**src/sv/stb_pkg.sv**
```systemverilog
`default_nettype none
package stb_pkg;

  // Default size of the bank and the cap on expiry words per tick
  localparam int NumTimersDefault = 8;
  localparam int MaxResults       = 8;

  // Bit positions inside a slot's flag nibble
  localparam int FlagUsed    = 0;
  localparam int FlagStarted = 1;
  localparam int FlagHigh    = 2;
  localparam int FlagOneShot = 3;

  typedef enum logic [1:0] {
    OP_TICK   = 2'd0,
    OP_CREATE = 2'd1,
    OP_CHANGE = 2'd2,
    OP_NONE   = 2'd3
  } stb_op_t;

  typedef enum logic {
    KIND_STATUS = 1'b0,
    KIND_EXPIRY = 1'b1
  } stb_kind_t;

  // Command token that walks the cell chain
  typedef struct packed {
    stb_op_t     op;
    logic        cls;
    logic [7:0]  idx;
    logic [15:0] per;
    logic [1:0]  cflags;
    logic [3:0]  mask;
    logic        setf;
    logic        ok;
  } stb_tok_t;

endpackage
`default_nettype wire

```
**src/sv/stb_cell.sv**
```systemverilog
`default_nettype none
module stb_cell #(
  parameter int INDEX = 0
) (
  input  wire              clk,
  input  wire              rst,
  input  wire              en,
  input  wire              tok_in_valid,
  input  stb_pkg::stb_tok_t tok_in,
  output logic             tok_out_valid,
  output stb_pkg::stb_tok_t tok_out,
  output logic             hit
);
  import stb_pkg::*;

  logic [15:0] count;
  logic [15:0] period;
  logic [3:0]  flags;

  logic [15:0] count_inc;
  logic        sel;
  logic        tick_match;
  logic        expire;
  logic        create_ok;
  logic        change_ok;
  stb_tok_t    tok_out_next;

  always_comb begin
    count_inc  = count + 16'd1;
    sel        = tok_in_valid && (tok_in.idx == 8'(INDEX));
    tick_match = tok_in_valid && (tok_in.op == OP_TICK) && flags[FlagUsed] &&
                 flags[FlagStarted] && (flags[FlagHigh] == tok_in.cls);
    expire     = tick_match && (count_inc == period);
    create_ok  = sel && (tok_in.op == OP_CREATE) && !flags[FlagUsed];
    change_ok  = sel && (tok_in.op == OP_CHANGE) && flags[FlagUsed];
    tok_out_next    = tok_in;
    tok_out_next.ok = tok_in.ok | create_ok | change_ok;
  end

  // Slot state
  always_ff @(posedge clk) begin
    if (rst) begin
      count <= '0;
      flags <= '0;
    end else if (en) begin
      if (tick_match) begin
        if (expire) begin
          count <= '0;
          if (flags[FlagOneShot]) flags[FlagStarted] <= 1'b0;
        end else begin
          count <= count_inc;
        end
      end
      if (create_ok) begin
        count                <= '0;
        flags[FlagUsed]      <= 1'b1;
        flags[FlagStarted]   <= 1'b0;
        flags[FlagHigh]      <= tok_in.cflags[1];
        flags[FlagOneShot]   <= tok_in.cflags[0];
      end
      if (change_ok) begin
        flags <= tok_in.setf ? (flags | tok_in.mask) : (flags & ~tok_in.mask);
      end
    end
  end

  always_ff @(posedge clk) begin
    if (en && create_ok) period <= tok_in.per;
  end

  // Hand the token to the neighbor
  always_ff @(posedge clk) begin
    if (rst) begin
      tok_out_valid <= 1'b0;
    end else if (en) begin
      tok_out_valid <= tok_in_valid;
    end
  end

  always_ff @(posedge clk) begin
    if (en) begin
      tok_out <= tok_out_next;
      hit     <= expire;
    end
  end

endmodule
`default_nettype wire

```
**src/sv/software_timer_bank_unit.sv**
```systemverilog
// A word walks one cell per cycle while the chain advances, then the tail register; the final
// word of an input (status, or the last expiry of a tick) is loaded from the tail. Each expiry word
// is held until the next expiry or the end of the walk shows whether it is the final one.
// No new input word is taken until the walk through the chain is done.
// Output backpressure freezes the whole chain.
// Reset (rst, synchronous, active high) frees every slot and clears all counts.
`default_nettype none
module software_timer_bank_unit #(
  parameter int NUM_TIMERS = stb_pkg::NumTimersDefault
) (
  input  wire        clk,
  input  wire        rst,
  input  wire        s_tvalid,
  output logic       s_tready,
  // s_tdata from bit 0: tick_class, timer_index[7:0], period[15:0], create_flags[1:0],
  // flag_mask[3:0], set_flags
  input  wire [31:0] s_tdata,
  // s_tuser from bit 0: op[1:0]
  input  wire [1:0]  s_tuser,
  output logic       m_tvalid,
  input  wire        m_tready,
  // m_tdata from bit 0: expired_index[2:0], status, then zero fill
  output logic [7:0] m_tdata,
  // m_tuser from bit 0: result_kind
  output logic [0:0] m_tuser,
  output logic       m_tlast
);
  import stb_pkg::*;

  localparam int CntW = $clog2(MaxResults + 1);

  // Chain taps, one per cell
  logic [NUM_TIMERS-1:0] vld;
  logic [NUM_TIMERS-1:0] hit;
  stb_tok_t              tok [NUM_TIMERS];
  stb_tok_t              tok_head;

  logic     advance;
  logic     accept;
  logic     busy;
  logic     tail_valid;
  stb_tok_t tail_tok;

  // Expiry held back until we know whether it is the final one
  logic            pend_valid;
  logic [2:0]      pend_index;
  logic [CntW-1:0] n_ev;

  logic       ev;
  logic [2:0] ev_index;
  logic       ev_take;

  logic       load;
  stb_kind_t  ld_kind;
  logic [2:0] ld_index;
  logic       ld_status;
  logic       ld_last;

  stb_kind_t  out_kind;
  logic [2:0] out_index;
  logic       out_status;
  logic       out_last;

  // The whole chain moves only when the output register can take a word
  assign advance  = !m_tvalid || m_tready;
  assign s_tready = !busy && advance;
  assign accept   = s_tvalid && s_tready;

  always_comb begin
    tok_head.op     = stb_op_t'(s_tuser);
    tok_head.cls    = s_tdata[0];
    tok_head.idx    = s_tdata[8:1];
    tok_head.per    = s_tdata[24:9];
    tok_head.cflags = s_tdata[26:25];
    tok_head.mask   = s_tdata[30:27];
    tok_head.setf   = s_tdata[31];
    tok_head.ok     = 1'b0;
  end

  for (genvar i = 0; i < NUM_TIMERS; i++) begin : g_cell
    if (i == 0) begin : g_head
      stb_cell #(.INDEX(i)) u_cell (
        .clk          (clk),
        .rst          (rst),
        .en           (advance),
        .tok_in_valid (accept),
        .tok_in       (tok_head),
        .tok_out_valid(vld[i]),
        .tok_out      (tok[i]),
        .hit          (hit[i])
      );
    end else begin : g_body
      stb_cell #(.INDEX(i)) u_cell (
        .clk          (clk),
        .rst          (rst),
        .en           (advance),
        .tok_in_valid (vld[i-1]),
        .tok_in       (tok[i-1]),
        .tok_out_valid(vld[i]),
        .tok_out      (tok[i]),
        .hit          (hit[i])
      );
    end
  end

  // Only one token is in flight, so at most one tap is live
  always_comb begin
    ev       = |(vld & hit);
    ev_index = '0;
    for (int i = 0; i < NUM_TIMERS; i++) begin
      if (vld[i] && hit[i]) ev_index = 3'(i);
    end
    ev_take = ev && (n_ev < CntW'(MaxResults));
  end

  // Output word selection
  always_comb begin
    load      = 1'b0;
    ld_kind   = KIND_EXPIRY;
    ld_index  = pend_index;
    ld_status = 1'b0;
    ld_last   = 1'b0;
    if (advance) begin
      if (ev_take && pend_valid) begin
        load = 1'b1;
      end
      if (tail_valid) begin
        case (tail_tok.op)
          OP_TICK: begin
            load    = pend_valid;
            ld_last = 1'b1;
          end
          OP_CREATE, OP_CHANGE: begin
            load      = 1'b1;
            ld_kind   = KIND_STATUS;
            ld_index  = '0;
            ld_status = !tail_tok.ok;
            ld_last   = 1'b1;
          end
          default: begin
            load = 1'b0;
          end
        endcase
      end
    end
  end

  always_ff @(posedge clk) begin
    if (rst) begin
      busy       <= 1'b0;
      tail_valid <= 1'b0;
      pend_valid <= 1'b0;
      n_ev       <= '0;
      m_tvalid   <= 1'b0;
    end else begin
      if (accept) begin
        busy <= 1'b1;
        n_ev <= '0;
      end else if (advance && tail_valid) begin
        busy <= 1'b0;
      end
      if (advance) begin
        tail_valid <= vld[NUM_TIMERS-1];
        if (ev_take) begin
          pend_valid <= 1'b1;
          n_ev       <= n_ev + CntW'(1);
        end else if (tail_valid) begin
          pend_valid <= 1'b0;
        end
      end
      if (load) begin
        m_tvalid <= 1'b1;
      end else if (m_tready) begin
        m_tvalid <= 1'b0;
      end
    end
  end

  always_ff @(posedge clk) begin
    if (advance) begin
      tail_tok <= tok[NUM_TIMERS-1];
      if (ev_take) pend_index <= ev_index;
    end
    if (load) begin
      out_kind   <= ld_kind;
      out_index  <= ld_index;
      out_status <= ld_status;
      out_last   <= ld_last;
    end
  end

  assign m_tdata = {4'b0000, out_status, out_index};
  assign m_tuser = out_kind;
  assign m_tlast = out_last;

`ifndef SYNTHESIS
  // At most one token anywhere in the chain or the tail
  a_one_token: assert property (@(posedge clk) disable iff (rst)
    $onehot0({vld, tail_valid}))
    else $error("more than one token in the cell chain");

  // Input is only taken when the chain is empty
  a_ready_empty: assert property (@(posedge clk) disable iff (rst)
    s_tready |-> (vld == '0) && !tail_valid && !pend_valid)
    else $error("input ready while a walk is in progress");

  // A held expiry belongs to a walk in progress
  a_pend_busy: assert property (@(posedge clk) disable iff (rst)
    pend_valid |-> busy)
    else $error("pending expiry outside a walk");

  // Status words are always the final word of their input
  a_status_last: assert property (@(posedge clk) disable iff (rst)
    (m_tvalid && (m_tuser == KIND_STATUS)) |-> m_tlast)
    else $error("status word without last");

  // Never more expiry words than the cap per tick
  a_ev_cap: assert property (@(posedge clk) disable iff (rst)
    n_ev <= CntW'(MaxResults))
    else $error("expiry count over cap");
`endif

endmodule
`default_nettype wire
```
**config.mk**
```make
export PLATFORM = sky130hd
export DESIGN_NAME = software_timer_bank_unit
export DESIGN_NICKNAME = d
export VERILOG_FILES = /design/src/sv/stb_pkg.sv /design/src/sv/stb_cell.sv /design/src/sv/software_timer_bank_unit.sv
export SDC_FILE = /design/constraint.sdc
export NUM_CORES = 1
export LEC_CHECK = 0
export ABC_CLOCK_PERIOD_IN_PS = 13210
export BUFFER_PORTS_ARGS = -buffer_cell sky130_fd_sc_hd__buf_4
export CORE_MARGIN = 1.5
export CORE_UTILIZATION = 34
export CTS_CLUSTER_DIAMETER = 80
export DETAILED_ROUTE_END_ITERATION = 10
export GPL_TIMING_DRIVEN = 0
export PLACE_DENSITY = 0.54
export REMOVE_ABC_BUFFERS = 1
export SLEW_MARGIN = 0
export SYNTH_ARGS = -nofsm -noshare
export SYNTH_HDL_FRONTEND = slang
export SYNTH_SLANG_ARGS = --single-unit
```
**constraint.sdc**
```tcl
create_clock -name clk -period 13.21 [get_ports clk]
set_clock_uncertainty 0.15 [all_clocks]
set_input_delay 0.6605 -clock clk [delete_from_list [all_inputs] [get_ports clk]]
set_output_delay 0.6605 -clock clk [all_outputs]
set_load 0.01 [all_outputs]
```
=== Yosys cells after proc, flatten, opt, wreduce, memory -nomap -nowiden ===
Cells that the tools add are included.

* Register bits: 572
* Bits of input ports: 38
* Output and inout port bits: 12
* Logic and storage cells: 505

* Add/sub/neg operators: 9
* Order comparisons: 1
* Eq/ne operators: 41
* Multiplexer cells: 96
* Bitwise logic cells: 40
* Reduce and logical (&&, ||, !) cells: 198

{| class="wikitable"
|+ Operators with widths
! cell !! count
|-
| $mux 16 || 24
|-
| $add 16x1->16 const B || 8
|-
| $eq 16x16->1 || 8
|-
| $mux 4 || 27
|-
| $logic_and 1x1->1 || 100
|-
| $reduce_bool 3->1 || 24
|-
| $reduce_and 2->1 || 19
|-
| $reduce_bool 2->1 || 19
|-
| $mux 1 || 37
|-
| $and 4x4->4 || 8
|-
| $eq 8x3->1 const B || 4
|-
| $not 4->4 || 8
|-
| $or 4x4->4 || 8
|-
| $reduce_and 4->1 || 8
|-
| $eq 2x1->1 const B || 9
|-
| $eq 2x2->1 const B || 9
|-
| $logic_not 2->1 || 9
|-
| $eq 8x2->1 const B || 2
|-
| $mux 3 || 5
|-
| $or 1x1->1 || 15
|-
| $logic_not 1->1 || 11
|-
| $and 8x8->8 || 1
|-
| $eq 1x1->1 || 8
|-
| $eq 8x1->1 const B || 1
|-
| other kinds (11) || 13
|}

=== Logic depth before layout (Yosys ltp) ===
* Word-level depth: 13
* Gate-level depth with buffers: 12

=== Modules after synthesis ===
A second synthesis with hierarchy kept.

* Cells, all modules: 2280
* Area, all modules: 27327.5 um^2

{| class="wikitable"
|+ Modules (own cells, without submodules)
! module !! times used !! cells an instance !! area each (um^2) !! sequential area each (um^2)
|-
| stb_cell (g_cell[1].g_body.u_cell ...) || 2 || 273 || 3296.9 || 1981.9
|-
| stb_cell (g_cell[5].g_body.u_cell) || 1 || 275 || 3318.2 || 1981.9
|-
| stb_cell (g_cell[4].g_body.u_cell) || 1 || 273 || 3298.2 || 1981.9
|-
| stb_cell (g_cell[0].g_head.u_cell) || 1 || 274 || 3296.9 || 1981.9
|-
| stb_cell (g_cell[3].g_body.u_cell) || 1 || 273 || 3295.7 || 1981.9
|-
| stb_cell (g_cell[6].g_body.u_cell) || 1 || 275 || 3279.4 || 1981.9
|-
| stb_cell (g_cell[7].g_body.u_cell) || 1 || 275 || 3276.9 || 1981.9
|-
| software_timer_bank_unit || 1 || 89 || 968.4 || 520.5
|}

=== Worst setup path after synthesis ===
OpenSTA, ideal clock, no wires.

* Path type: in2reg
* Start point: input m_tready
* End point: register g_cell[0].g_head.u_cell.hit (enable)
* Library setup time: 724 ps
* Data arrival time: 8416 ps
* Required time: 12336 ps
* Slack: 3919 ps
* Cell stages on the path: 5
* Buffers on the path: 3
* Path through: nor2b_1 buf_2 clkinv_1 clkbuf_1 clkbuf_1

* Cells in the longest elaborated chain, start to end: 1

{| class="wikitable"
|+ Ends and longest elaborated chain
! what !! line !! RTL
|-
| start, declared || software_timer_bank_unit.sv:21 || <nowiki>input wire m_tready,</nowiki>
|-
| $logic_or 1x1->1 || software_timer_bank_unit.sv:65 || <nowiki>assign advance = !m_tvalid || m_tready;</nowiki>
|-
| end signal, assigned || stb_cell.sv:83 || <nowiki>hit <= expire;</nowiki>
|-
| end, declared || stb_cell.sv:12 || <nowiki>output logic hit</nowiki>
|}

No other way between the ends.
A chain may end at the register's enable or synchronous reset.

=== Worst setup path in the final report ===
* Start point: register m_tvalid
* End point: register g_cell[4].g_body.u_cell.count[14]

* Cells in the longest elaborated chain, start to end: 3

{| class="wikitable"
|+ Ends and longest elaborated chain
! what !! line !! RTL
|-
| start, declared || software_timer_bank_unit.sv:20 || <nowiki>output logic m_tvalid,</nowiki>
|-
| start signal, assigned || software_timer_bank_unit.sv:154 || <nowiki>m_tvalid <= 1'b0;</nowiki>
|-
| start signal, assigned || software_timer_bank_unit.sv:172 || <nowiki>m_tvalid <= 1'b1;</nowiki>
|-
| start signal, assigned || software_timer_bank_unit.sv:174 || <nowiki>m_tvalid <= 1'b0;</nowiki>
|-
| $logic_not 1->1 || software_timer_bank_unit.sv:65 ||
|-
| $logic_or 1x1->1 || software_timer_bank_unit.sv:65 ||
|-
| $reduce_and 2->1 (no source line) || -- ||
|-
| end signal, assigned || stb_cell.sv:51 || <nowiki>count <= count_inc;</nowiki>
|-
| end, declared || stb_cell.sv:16 || <nowiki>logic [15:0] count;</nowiki>
|}

No other way between the ends.

==> flow_summary.ini <==
[timing]
finalWorstSetupSlack_ns = 8.787
grt_setup_unrepaired = false
setup_viol = 0
worst_pin_slew_ns = 1.332
fin_tns_setup_ns = 0
max-slew-margin-rel_pct = 10.74
drv_slew = 0
final.period_utilization_pct = 33.48
timing.fmax_ghz = 0.2261
finalHoldViolations = 0
min_period_ns = 4.423

[critical_path]
rr_startpoint = m_tvalid
worst-path-max-fanout = 109
path_class = reg -> reg
crit_path_start_kind = flip-flop
required_ns = 13.60
r2r-end = g_cell[4].g_body.u_cell.count[14]
cpMostUsedCell = a21oi_1
slowest_stage = nor2b_1
path_cells = nor2b_4 > buf_12 > clkinv_4 > buf_16 > and3_1 > a21oi_1 > nor2b_1 > a21oi_1 > mux2i_1
max_stage_delay_ns = 0.97
r2r_cells = 9
end_kind = flip-flop
crit_arrival_ns = 4.82
r2r_setup_slack_ns = 8.79

[route]
vias = 17230
antenna_left = 0
wirelength_um = 56400
dr.pass1.iters = 5
drc_errors = 0
dr.first_iter.drc_count = 1190
wl_per_cell_um = 17.16
viasPerCell = 5.243

[clock_tree]
numCtsBuffers = 61
cts_tree = yes
cts-htree-levels = 2
cts_setup_buffers = 0
cts_sinks = 572
clk_pin_slew_ns = 0.06
cts-root-buf = clkbuf_16
ctsHoldBuffers = 0
ctsResizeCount = 0
clockBufferDepth = 3
clk_latency_ns = 0.63

[yosys]
synth_most_common_cell = edfxtp_1
async_flop_share_pct = 0
yosys.area.top_type = edfxtp_1
synth_top_cells_by_count = 396 x edfxtp_1, 209 x nand2_1, 176 x dfxtp_1, 142 x nor2_1, 115 x xnor2_1
syn_inst = 2267
yosysWarningCount = 0
synth_cell_types = 94
netlist_area_um2 = 25820
synth_edf_count = 396
yosys-top-cells-area = edfxtp_1 46%, dfxtp_1 14%, xnor2_1 3.9%
synth_seq_cells = 572
syn_area_per_cell_um2 = 11.39
synthFlopType = edfxtp_1
ys_seq_area_share_pct = 59.70
yosysTopAreaCellShare_pct = 46.06

[worst_hold_path]
hold_path_depth = 1
worstHoldPathType = in -> reg
hold_end = g_cell[0].g_head.u_cell.tok_out[28]
worstHoldStart = s_tdata[5]

[layout]
fin_nets = 2314
fill_cells = 7077
final_layout_size_suffix_gt1_share_pct = 8.848
utilization_pct = 38.99
diodes = 0
area_delta_synth_final_pct = 12.98

[status]
outcome = completed

[placed_design]
dp_hpwl_um = 39910
port_buffers = 45
globalplace.congestion = 0.8423
place_ws_ns = 8.285

[floorplan]
initial_core_util_pct = 34.51
core.rowCount = 100
core_region_area_um2 = 74820
die_area_um2 = 77600
io_pins = 50
die_h_um = 278.6
die_w_um = 278.6

[power]
ir_drop_mv = 0.09677
power.total_w = 0.003848
p_leak_nw = 9.874
p_per_area_nw_per_um2 = 131.9

[grt]
overflow = 0
grt_pass1_vias = 16938
grt_max_degree = 110
grt.total_usage_pct = 14.37
grt_pass1_wl_um = 89980
antenna_found_initial = 0

[job]
drv_cap = 0
==> routing by layer <==
| metal | global-route usage [%] | part of all wire (%) | up-vias |
|---|---|---|---|
| met4 | 5.365 | 3.2 | 0 |
| li1 | - | - | 8473 |
| met3 | 2.300 | 4.1 | 108 |
| met1 | 17.65 | 43 | 8300 |
| met5 | 0 | 0 | - |
| met2 | 25.29 | 49 | 349 |
==> logic make-up (layout without fill, tap and decap cells) <==
| logic type | Yosys count | in the layout | synth area share (%) |
|---|---|---|---|
| compound gates | 403 | 403 | 10.24 |
| xor+xnor | 190 | 190 | 6.557 |
| fa+ha+maj | 12 | 12 | 0.5815 |
| buf+inv | 168 | 215 | 2.825 |
| flops | 572 | 572 | 59.70 |
| mux | 36 | 36 | 1.405 |
| other cells | 1 | 4 | 0.01452 |
| simple gates | 885 | 885 | 18.67 |
==> worst max-delay path, delay by kind of cell, from the launching register on <==
| kind | cells | cell delay (ns) |
|---|---|---|
| mux | 1 | 0.18 |
| buf+inv | 3 | 1.37 |
| flops | 1 | 0.33 |
| simple gates | 3 | 1.75 |
| compound gates | 2 | 0.46 |
==> flip-flops by register name, indices dropped and copies added, names as in the netlist, 14 cells and up, named ones only <==
register	count
g_cell.g_body.u_cell.tok_out	213
g_cell.g_body.u_cell.flags	14
g_cell.g_body.u_cell.count	112
g_cell.g_head.u_cell.count	16
g_cell.g_body.u_cell.period	112
g_cell.g_head.u_cell.tok_out	35
g_cell.g_head.u_cell.period	16
==> layout make-up <==
type                    instances  area, µm²  area share, %
flip-flops and latches        572      15410          52.84
inverters                      46      177.7         0.6091
well taps                     969       1212          4.156
repair buffers                 53      473.0          1.621
clock buffers                  71       1594          5.465
multi-input cells            1530       9737          33.38
clock inverters                45      561.8          1.926
==> worst max-delay path by stage <==
stage	slack, ns	from	endpoint	cells after the start
detailed placement	8.29	m_tready	g_cell[4].g_body.u_cell.count[6]	10
global placement	-3.67	m_tready	g_cell[0].g_head.u_cell.count[5]	8
CTS	8.71	m_tvalid	g_cell[4].g_body.u_cell.count[15]	9
floorplan	2.41	m_tready	g_cell[0].g_head.u_cell.count[4]	9
finish	8.79	m_tvalid	g_cell[4].g_body.u_cell.count[14]	9
global route	8.48	m_tvalid	g_cell[4].g_body.u_cell.count[14]	9
==> report_power, final <==
group | leakage [nW] | switching, W | internal (W)
sequential | 5.43 | 0.0000297 | 0.00195
clock | 1.04 | 0.000736 | 0.00109
combinational | 3.40 | 0.0000245 | 0.0000179
==> through the flow <==
| stage | cell area, µm² | instances | hold slack [ns] |
|---|---|---|---|
| after floorplan | 25270 | 2148 | 0.2503 |
| after global placement | 26820 | 3162 | 0.2587 |
| after detailed placement | 27010 | 3170 | 0.2601 |
| after CTS | 29170 | 3286 | 0.02216 |
| after global routing | 29170 | 3286 | 0.02490 |
| final | 29170 | 3286 | 0.06003 |
==> layout by cell type, fill, tap and decap left out, types with 13 or more instances in the layout <==
cell type / instances
clkbuf_16: 61
a31oi_1: 45
edfxtp_1: 396
nor3_1: 51
xor2_1: 73
or4_1: 14
buf_4: 45
and4_1: 23
nand3b_1: 22
nor2_1: 141
o211ai_1: 16
nand3_1: 98
xnor2_1: 115
a211oi_1: 15
a22o_1: 13
o21ai_0: 94
nand4_1: 62
mux2i_1: 34
nor2b_1: 23
nor3b_1: 15
and2_1: 21
nand2b_1: 45
dfxtp_1: 176
nor4_1: 34
a21oi_1: 95
and3_1: 35
nand2_1: 209
inv_1: 45
or3_1: 21
Note: power is estimated with default switching activity, not from simulation.
